## config.mk

```make
export PLATFORM = sky130hd
export DESIGN_NAME = framed_packet_receiver_with_sum_check_core
export DESIGN_NICKNAME = d
export VERILOG_FILES = /design/src/sv/fpr_pkg.sv /design/src/sv/fpr_cell.sv /design/src/sv/fpr_ctrl.sv /design/src/sv/fpr_out.sv /design/src/sv/framed_packet_receiver_with_sum_check_core.sv
export SDC_FILE = /design/constraint.sdc
export NUM_CORES = 1
export LEC_CHECK = 0
export BUFFER_PORTS_ARGS = -buffer_cell sky130_fd_sc_hd__buf_2
export CAP_MARGIN = 40
export CORE_MARGIN = 1.5
export CORE_UTILIZATION = 52
export CTS_CLUSTER_DIAMETER = 120
export DETAILED_ROUTE_END_ITERATION = 10
export GPL_TIMING_DRIVEN = 0
export PLACE_DENSITY = 0.79
export SYNTH_ARGS = -nofsm -noshare
export SYNTH_HDL_FRONTEND = slang
export SYNTH_SLANG_ARGS = --single-unit
```

## constraint.sdc

```tcl
create_clock -name clk -period 4.6 [get_ports clk]
set_clock_uncertainty 0.15 [all_clocks]
set_input_delay 0.92 -clock clk [delete_from_list [all_inputs] [get_ports clk]]
set_output_delay 0.92 -clock clk [all_outputs]
set_load 0.1 [all_outputs]
```

## src/sv/fpr_pkg.sv

```systemverilog
// shared constants, types and the sum check for the framed packet receiver
`timescale 1ns / 1ps
`default_nettype none

package fpr_pkg;

    localparam int FRAME_BYTES = 8;
    // cells hold frame bytes 0 to FRAME_BYTES-2, the tail byte is the live input
    localparam int NUM_CELLS   = FRAME_BYTES - 1;
    localparam int POS_W       = $clog2(FRAME_BYTES + 1);

    // cell that holds frame byte k when the tail beat arrives
    localparam int CELL_CMD    = FRAME_BYTES - 2 - 1;
    localparam int CELL_PA     = FRAME_BYTES - 2 - 2;
    localparam int CELL_PB     = FRAME_BYTES - 2 - 3;
    localparam int CELL_PC     = FRAME_BYTES - 2 - 4;
    localparam int CELL_SUM_LO = FRAME_BYTES - 2 - 5;
    localparam int CELL_SUM_HI = FRAME_BYTES - 2 - 6;

    // register map
    localparam int ADDR_W = 3;
    localparam logic [0:0] REG_HEADER = 1'b0;
    localparam logic [0:0] REG_TAIL   = 1'b1;

    localparam logic [7:0] HEADER_RESET = 8'd170;
    localparam logic [7:0] TAIL_RESET   = 8'd85;

    typedef struct packed {
        logic shift;
        logic emit;
    } ctrl_t;

    typedef struct packed {
        logic       sum_ok;
        logic [7:0] payload_c;
        logic [7:0] payload_b;
        logic [7:0] payload_a;
        logic [7:0] command;
    } result_t;

    // bytes 5 and 6 against the 16-bit sum of bytes 1 to 3
    function automatic logic sum_check(input logic [7:0] b1, input logic [7:0] b2,
                                       input logic [7:0] b3, input logic [7:0] lo,
                                       input logic [7:0] hi);
        logic [9:0] sum;
        sum = {2'b00, b1} + {2'b00, b2} + {2'b00, b3};
        return (lo == sum[7:0]) && (hi == {6'b000000, sum[9:8]});
    endfunction

endpackage

`default_nettype wire

```

## src/sv/fpr_cell.sv

```systemverilog
// one byte cell of the frame shift chain
`timescale 1ns / 1ps
`default_nettype none

module fpr_cell
    import fpr_pkg::*;
(
    input  wire logic       clk,
    input  wire logic       shift,
    input  wire logic [7:0] d_in,
    output logic [7:0]      q
);

    logic [7:0] byte_reg;
    logic [7:0] byte_next;

    // take the neighbour's byte on every accepted beat
    always_comb
    begin
        byte_next = shift ? d_in : byte_reg;
    end

    always_ff @(posedge clk)
    begin
        byte_reg <= byte_next;
    end

    assign q = byte_reg;

endmodule

`default_nettype wire

```

## src/sv/fpr_ctrl.sv

```systemverilog
// frame position tracking, tail check and input flow control
`timescale 1ns / 1ps
`default_nettype none

module fpr_ctrl
    import fpr_pkg::*;
(
    input  wire logic       clk,
    input  wire logic       rst_n,
    input  wire logic       s_tvalid,
    input  wire logic [7:0] rx_byte,
    input  wire logic [7:0] header_byte,
    input  wire logic [7:0] tail_byte,
    input  wire logic       out_valid,
    input  wire logic       m_tready,
    output logic            s_tready,
    output ctrl_t           ctrl
);

    logic [POS_W-1:0] pos_reg;
    logic [POS_W-1:0] pos_next;
    logic             idle;
    logic             last_pending;
    logic             beat;

    // position above the frame length counts as idle
    assign idle         = (pos_reg == '0) || (pos_reg > POS_W'(FRAME_BYTES));
    assign last_pending = (pos_reg == POS_W'(FRAME_BYTES));

    // only the last frame byte needs room in the output register
    assign s_tready = !last_pending || !out_valid || m_tready;
    assign beat     = s_tvalid && s_tready;

    // next position
    always_comb
    begin
        pos_next = pos_reg;
        if (idle)
        begin
            pos_next = '0;
            if (beat && (rx_byte == header_byte))
            begin
                pos_next = POS_W'(2);
            end
        end
        else if (beat)
        begin
            pos_next = last_pending ? '0 : pos_reg + POS_W'(1);
        end
    end

    always_ff @(posedge clk or negedge rst_n)
    begin
        if (!rst_n)
        begin
            pos_reg <= '0;
        end
        else
        begin
            pos_reg <= pos_next;
        end
    end

    // chain moves on every beat, result only on a matching tail
    assign ctrl.shift = beat;
    assign ctrl.emit  = beat && last_pending && (rx_byte == tail_byte);

endmodule

`default_nettype wire

```

## src/sv/fpr_out.sv

```systemverilog
// result output register on the master side
`timescale 1ns / 1ps
`default_nettype none

module fpr_out
    import fpr_pkg::*;
(
    input  wire logic    clk,
    input  wire logic    rst_n,
    input  wire logic    emit,
    input  wire result_t result,
    input  wire logic    m_tready,
    output logic         m_tvalid,
    output logic [31:0]  m_tdata,
    output logic [0:0]   m_tuser
);

    logic    valid_reg;
    logic    valid_next;
    result_t data_reg;
    result_t data_next;

    // load on emit, drop once taken
    always_comb
    begin
        valid_next = valid_reg;
        data_next  = data_reg;
        if (emit)
        begin
            valid_next = 1'b1;
            data_next  = result;
        end
        else if (m_tready)
        begin
            valid_next = 1'b0;
        end
    end

    always_ff @(posedge clk or negedge rst_n)
    begin
        if (!rst_n)
        begin
            valid_reg <= 1'b0;
        end
        else
        begin
            valid_reg <= valid_next;
        end
    end

    always_ff @(posedge clk)
    begin
        data_reg <= data_next;
    end

    assign m_tvalid = valid_reg;
    assign m_tdata  = {data_reg.payload_c, data_reg.payload_b,
                       data_reg.payload_a, data_reg.command};
    assign m_tuser  = data_reg.sum_ok;

endmodule

`default_nettype wire

```

## src/sv/framed_packet_receiver_with_sum_check_core.sv

```systemverilog
// top level of the framed packet receiver with additive sum check
//
//  channel   dir  fields (lsb first)                                  beat when
//  s_axis    in   tdata: rx_byte                                      s_tvalid & s_tready
//  m_axis    out  tdata: command, payload_a, payload_b, payload_c;    m_tvalid & m_tready
//                 tuser: sum_ok
//  apb       in   0x0 header_byte, 0x4 tail_byte                      psel & penable & pwrite
//
//  one received byte per cycle while s_tready is high, through a chain of seven byte cells
//  a result appears in the output register in the cycle after the tail beat
//  rst_n clears the frame position and the output valid and presets the two registers
//  s_tready drops only on the last frame byte while an earlier result waits untaken
`timescale 1ns / 1ps
`default_nettype none

module framed_packet_receiver_with_sum_check_core
    import fpr_pkg::*;
(
    input  wire logic              clk,
    input  wire logic              rst_n,
    // slave side
    input  wire logic              s_tvalid,
    output logic                   s_tready,
    input  wire logic [7:0]        s_tdata,   // [7:0] rx_byte
    // master side
    output logic                   m_tvalid,
    input  wire logic              m_tready,
    output logic [31:0]            m_tdata,   // [7:0] command, [15:8] payload_a,
                                              // [23:16] payload_b, [31:24] payload_c
    output logic [0:0]             m_tuser,   // [0] sum_ok
    // configuration
    input  wire logic              psel,
    input  wire logic              penable,
    input  wire logic              pwrite,
    input  wire logic [ADDR_W-1:0] paddr,
    input  wire logic [31:0]       pwdata,
    output logic [31:0]            prdata,
    output logic                   pready
);

    logic [7:0] header_reg;
    logic [7:0] header_next;
    logic [7:0] tail_reg;
    logic [7:0] tail_next;
    logic       cfg_wr;
    ctrl_t      ctrl;
    result_t    result;
    logic [7:0] cell_q [NUM_CELLS];

    // register writes
    assign pready = 1'b1;
    assign cfg_wr = psel && penable && pwrite && pready;

    always_comb
    begin
        header_next = header_reg;
        tail_next   = tail_reg;
        if (cfg_wr)
        begin
            unique case (paddr[2])
                REG_HEADER: header_next = pwdata[7:0];
                REG_TAIL:   tail_next   = pwdata[7:0];
                default:    header_next = header_reg;
            endcase
        end
    end

    always_ff @(posedge clk or negedge rst_n)
    begin
        if (!rst_n)
        begin
            header_reg <= HEADER_RESET;
            tail_reg   <= TAIL_RESET;
        end
        else
        begin
            header_reg <= header_next;
            tail_reg   <= tail_next;
        end
    end

    // register reads
    always_comb
    begin
        unique case (paddr[2])
            REG_HEADER: prdata = {24'h000000, header_reg};
            REG_TAIL:   prdata = {24'h000000, tail_reg};
            default:    prdata = '0;
        endcase
    end

    // frame position and flow control
    fpr_ctrl u_ctrl (
        .clk         (clk),
        .rst_n       (rst_n),
        .s_tvalid    (s_tvalid),
        .rx_byte     (s_tdata),
        .header_byte (header_reg),
        .tail_byte   (tail_reg),
        .out_valid   (m_tvalid),
        .m_tready    (m_tready),
        .s_tready    (s_tready),
        .ctrl        (ctrl)
    );

    // byte chain, cell 0 takes the live byte
    for (genvar i = 0; i < NUM_CELLS; i++)
    begin : g_cell
        if (i == 0)
        begin : g_head
            fpr_cell u_cell (
                .clk   (clk),
                .shift (ctrl.shift),
                .d_in  (s_tdata),
                .q     (cell_q[i])
            );
        end
        else
        begin : g_body
            fpr_cell u_cell (
                .clk   (clk),
                .shift (ctrl.shift),
                .d_in  (cell_q[i-1]),
                .q     (cell_q[i])
            );
        end
    end

    // result fields and sum check at the tail beat
    always_comb
    begin
        result.command   = cell_q[CELL_CMD];
        result.payload_a = cell_q[CELL_PA];
        result.payload_b = cell_q[CELL_PB];
        result.payload_c = cell_q[CELL_PC];
        result.sum_ok    = sum_check(cell_q[CELL_CMD], cell_q[CELL_PA], cell_q[CELL_PB],
                                     cell_q[CELL_SUM_LO], cell_q[CELL_SUM_HI]);
    end

    fpr_out u_out (
        .clk      (clk),
        .rst_n    (rst_n),
        .emit     (ctrl.emit),
        .result   (result),
        .m_tready (m_tready),
        .m_tvalid (m_tvalid),
        .m_tdata  (m_tdata),
        .m_tuser  (m_tuser)
    );

endmodule

`default_nettype wire

```

# Word-level counts from Yosys, hierarchy flattened
# Cells that the tools add are included.
dict set report totals {
  regBits 102
  latchBits 0
  ram_bits 0
  rom_bits 0
  inputBits 50
  output_inout_bits 68
  word_cells 49
  memories 0
}
dict set report op_classes {
  add_sub_neg 3
  n_mul 0
  div 0
  n_lt_le_gt_ge 1
  n_eq_ne 5
  shift 0
  mux 7
  n_bitwise 1
  reduce_logical 17
}
# operator n
set ops {}
lappend ops {{$pmux 32 s2} 1}
lappend ops {{$eq 8x8->1} 3}
lappend ops {{$mux 4} 3}
lappend ops {{$add 9x8->10} 1}
lappend ops {{$add 8x8->9} 1}
lappend ops {{$eq 8x2->1} 1}
lappend ops {{$logic_and 1x1->1} 7}
lappend ops {{$add 4x1->4 const B} 1}
lappend ops {{$eq 4x4->1 const B} 1}
lappend ops {{$gt 4x4->1 const B} 1}
lappend ops {{$logic_not 4->1} 1}
lappend ops {{$reduce_and 2->1} 2}
lappend ops {{$reduce_bool 2->1} 2}
lappend ops {{$logic_or 1x1->1} 3}
lappend ops {{$logic_not 1->1} 2}
lappend ops {{$mux 1} 2}
lappend ops {{$mux 2} 1}
lappend ops {{$not 1->1} 1}

# Longest topological paths before layout
dict set report logic_depth {
  word_depth 8
  depth_mapped 8
  depth_no_buf 8
}

# By module
# A second synthesis with hierarchy kept.
dict set report unflattened {
  cells_unflattened 270
  hier_area_um2 4424.2
}
# module instances cells_per_inst area_per_inst_um2 seq_area_each_um2
set by_module_without_submodules {}
lappend by_module_without_submodules {framed_packet_receiver_with_sum_check_core 1 134 1500.2 410.4}
lappend by_module_without_submodules {fpr_cell 6 8 240.2 240.2}
lappend by_module_without_submodules {fpr_out 1 36 1027.2 1016.0}
lappend by_module_without_submodules {fpr_ctrl 1 52 455.4 100.1}

# Worst setup path before layout
# OpenSTA, ideal clock, no wires.
dict set report synth_timing {
  kind {input to register}
  from {input m_tready}
  to {register u_out.data_reg (netlist bit u_out.m_tdata[0]), enable pin}
  setup_ps 423
  arrival_ps 3450
  t_required_ps 4027
  setup_slack_ps 576
  stages 5
  path_buffers 0
  cell_sequence {nand2b_1 > or2_4 > nand2_4 > or4_1 > nor2_1}
}
dict set report synth_between {
  elab_chain_cells 4
}
# item line_no
set synth_rtl {}
lappend synth_rtl {{start, declared} framed_packet_receiver_with_sum_check_core.sv:27} ;# input wire logic m_tready,
lappend synth_rtl {{$logic_or 1x1->1} fpr_ctrl.sv:31} ;# assign s_tready = !last_pending || !out_valid || m_tready;
lappend synth_rtl {{via s_tready} framed_packet_receiver_with_sum_check_core.sv:23} ;# output logic s_tready,
lappend synth_rtl {{$logic_and 1x1->1} fpr_ctrl.sv:32} ;# assign beat = s_tvalid && s_tready;
lappend synth_rtl {{$logic_and 1x1->1 (2 in a row)} fpr_ctrl.sv:66} ;# assign ctrl.emit = beat && last_pending && (rx_byte == tail_byte);
lappend synth_rtl {{via u_out.emit} fpr_out.sv:10} ;# input wire logic emit,
lappend synth_rtl {{end signal, assigned} fpr_out.sv:53} ;# data_reg <= data_next;
lappend synth_rtl {{end, declared} fpr_out.sv:20} ;# result_t data_reg;
# The timed path passes the listed nets, and every way through them passes these cells.
# A chain may end at the register's enable or synchronous reset.

# Worst setup path in the final report
dict set report layout_timing {
  from {register u_ctrl.pos_reg[0]}
  to {register u_out.data_reg (netlist bit u_out.m_tdata[5]), enable pin}
}
dict set report layout_between {
  elab_chain_cells 7
}
# item line_no
set layout_rtl {}
lappend layout_rtl {{start, declared} fpr_ctrl.sv:20} ;# logic [POS_W-1:0] pos_reg;
lappend layout_rtl {{start signal, assigned} fpr_ctrl.sv:60} ;# pos_reg <= pos_next;
lappend layout_rtl {{$eq 4x4->1 (*)} fpr_ctrl.sv:28} ;# assign last_pending = (pos_reg == POS_W'(FRAME_BYTES));
lappend layout_rtl {{$logic_not 1->1} fpr_ctrl.sv:31}
lappend layout_rtl {{$logic_or 1x1->1 (2 in a row)} fpr_ctrl.sv:31}
lappend layout_rtl {{$logic_and 1x1->1} fpr_ctrl.sv:32}
lappend layout_rtl {{$logic_and 1x1->1 (*) (2 in a row)} fpr_ctrl.sv:66}
lappend layout_rtl {{via u_out.emit} fpr_out.sv:10}
# Mark *: on every way through the listed nets, which the timed path passes. The rest lies on a longest branch.

==> flow_summary.ini <==
[power_and_ir_drop]
p_leak_nw = 2.07
power.combinational.fraction_pct = 25.0
powerDensity_nw_per_um2 = 441
internal_power_mw = 1.54
sequential_group_share_of_total_power_pct = 50.3
clockPowerShare_pct = 24.7
switching_share_pct = 32.9
switchingPower_mw = 0.754
vdd_ir_drop_max_mv = 0.256

[synth]
synth.area.top_cells = edfxtp_1, dfrtp_1, mux2_2
postSynthRegisterBits = 102
synth_top_area_cell = edfxtp_1
synthDistinctLibCells = 42
synth_enable_flop_cells = 81
syn_area_um2 = 4410
postSynth.asyncResetShare_pct = 20.6
ys_seq_area_share_pct = 67.3
avg_inst_size_synth_um2 = 16.7
ys_warnings = 0
netlist.area_leader.share_pct = 55.1
postSynthCellCount = 264
ys.flop_type = edfxtp_1

[cts]
clkSlewWorstSetupHoldPaths_ns = 0.10
clockRootBuffer = clkbuf_8
clock_insertion_delay_worst_skew_ns = 0.36
clock-sinks = 102
postCtsHoldBufs = 0
cts_buffers = 9
ctsLongestPathBuffers = 2
cts_tree = built
cts_htree_levels = 3
cts_post_setup_buffers_inserted = 0
postCtsResizedCells = 0

[detailed_routing]
routed_wire_length_per_instance_um = 13.8
wl_mm = 6.58
drtIter0Drc = 88
detail_route.drc_violations = 0
dr_total_vias = 2379
ant_nets = 0
detail_route.first_pass.iterations = 5
viasPerCell = 5.01

[place]
placed_wire_length_estimate_after_detailed_placement_mm = 4.98
routabilityCongestion = 0.817
dpl.cell_count = 459
port_buffers = 65

[sta]
setup_viol_count_final = 0
fmaxAchievable_mhz = 334
tightest_slew_ns = 0.750
slew_headroom_pct = 50.0
maxSlewViolCount = 0
fin_hold_ws_ns = 0.308
final.min_clock_period_ns = 3.00
fin_crit_sh_pct = 65.2
hold_viol_final = 0
totalNegativeSetupSlack_ns = 0
setup_repair_after_global_routing_missed_its_margin = no

[floorplanning]
core-area_um2 = 8220
die-area_um2 = 9050
starting_density_pct = 53.7
io-pin-count = 118
die-height_um = 95.1
fp-row-count = 33
die_x_um = 95.1

[global_routing]
overflow = 0
via_count_of_the_first_global_routing_pass = 2240
first_pass_grt_wire_length_mm = 10.7
grt_antenna_before_repair = 0
grt_usage_pct = 16.0
pin_count_of_the_biggest_net_entering_global_routing = 32

[layout]
antenna_cells = 0
finalNetCount = 433
largest_reg_flops = 40
finalNonFillerCells = 475
syn_to_final_growth_pct = 17.8
post_route_cells_drive_above_1_share_pct = 40.8

[critical_path]
worst-endpoint-required_ns = 4.51
critical_path.startpoint_type = flop
setup.worst_path.end_class = flop
worst_r2r_endpoint = u_out.m_tdata[5]$_DFFE_PP_
timing.critical_path.from = u_ctrl.pos_reg[0]$_DFFE_PN0P_
critical_path_arrival_ns = 2.91
reg2regPathDepth = 8
setup.worst_path.class = flop to flop
worst-path-max-fanout = 20
ff2ff_setup_slack_ns = 1.60
critPathCapture = u_out.m_tdata[5]$_DFFE_PP_
worst_r2r_startpoint = u_ctrl.pos_reg[0]$_DFFE_PN0P_

[status]
run_status = complete, no violations

[worst_hold_path]
hp-class = flop to flop
worst_hold_path.num_cells = 0

[flow_run]
timing.max_cap.violations = 0
cells in the mapped netlist, types with 2 or more instances:
cell type	number
a211oi_2	2
a21o_1	2
a21oi_1	5
buf_4	25
conb_1	2
dfrtp_1	13
dfstp_2	8
edfxtp_1	81
fa_1	9
ha_1	9
inv_1	5
mux2_2	24
nand2_1	2
nand2b_1	3
nand3_1	3
nand4_1	3
nor2_1	5
nor2b_1	4
nor3_1	2
nor4_1	3
o21ai_0	4
o21ai_1	2
xnor2_1	14
xor2_1	16
layer usage:
layer	global-route usage (%)	up-vias	part of all wire [%]
li1	-	1127	-
met1	20.6	1144	43
met2	25.7	93	49
met3	4.70	15	6.6
met4	6.09	0	1.8
met5	0	-	0
per-stage QoR:
stage / utilization [%] / total power, mW / area (µm²) / setup WS (ns)
after floorplan: - / 1.65 / 4500 / 0.576
after global placement: 60.3 / 1.73 / 4960 / 0.325
after detailed placement: 60.8 / 1.74 / 4990 / 1.33
after CTS: 63.3 / 2.30 / 5200 / 1.60
after global routing: 63.3 / 2.40 / 5200 / 1.41
final: 63.3 / 2.29 / 5200 / 1.60
kinds of logic after synthesis:
group,after synthesis,share of synthesized area (%)
multiplexers,25,6.35
flip-flops,102,67.3
other,2,0.170
AO/OA/AOI/OAI,24,4.31
buffers and inverters,31,4.79
AND/OR/NAND/NOR,32,4.54
XOR/XNOR,30,5.95
adder cells (fa/ha/maj),18,6.63
power groups by stage:
stage / combinational (mW) / sequential [mW] / clock (mW)
floorplan: 0.491 / 1.15 / 0
global placement: 0.558 / 1.17 / 0
detailed placement: 0.571 / 1.17 / 0
CTS: 0.575 / 1.15 / 0.577
global route: 0.617 / 1.16 / 0.624
finish: 0.572 / 1.15 / 0.566
cell usage in the layout (no fill, tap or decap), drive strengths merged, types with 2 or more instances in the layout:
cell,count
nand2,3
a21oi,5
a2111oi,2
nor4,4
a21o,2
nand4,3
xor2,16
dfstp,8
inv,8
a211oi,2
nor3,2
xnor2,14
or4,2
nand2b,3
nor2,5
nand3,3
nor2b,4
fa,9
conb,25
o21ai,6
buf,93
clkbuf,9
dfrtp,13
mux2,24
edfxtp,81
clkinvlp,2
ha,9
critical path, stage by stage, from the launching register on:
cell	delay, ns
dfrtp_1	0.42
inv_1	0.06
ha_1	0.23
nand3b_1	0.14
or2_4	0.15
nand2_4	0.07
or4_1	0.57
nor2_2	0.62
buf_8	0.27
cell type report:
type | instances | area (µm²)
clock buffers | 9 | 124
well taps | 105 | 131
fillers | 604 | 3020
flip-flops and latches | 102 | 2970
repair buffers | 67 | 360
plain buffers | 26 | 193
multi-input cells | 154 | 1320
clock inverters | 7 | 80.1
inverters | 5 | 18.8
worst min-delay path by stage:
stage | from | end
floorplan | g_cell[2].g_body.u_cell.q[0]$_DFFE_PP_ | g_cell[3].g_body.u_cell.q[0]$_DFFE_PP_
global placement | g_cell[0].g_head.u_cell.q[5]$_DFFE_PP_ | g_cell[1].g_body.u_cell.q[5]$_DFFE_PP_
detailed placement | g_cell[0].g_head.u_cell.q[3]$_DFFE_PP_ | g_cell[1].g_body.u_cell.q[3]$_DFFE_PP_
CTS | g_cell[2].g_body.u_cell.q[6]$_DFFE_PP_ | u_out.m_tdata[30]$_DFFE_PP_
global route | g_cell[2].g_body.u_cell.q[6]$_DFFE_PP_ | u_out.m_tdata[30]$_DFFE_PP_
finish | g_cell[0].g_head.u_cell.q[3]$_DFFE_PP_ | g_cell[1].g_body.u_cell.q[3]$_DFFE_PP_
Power figures use the tool's default switching activity.
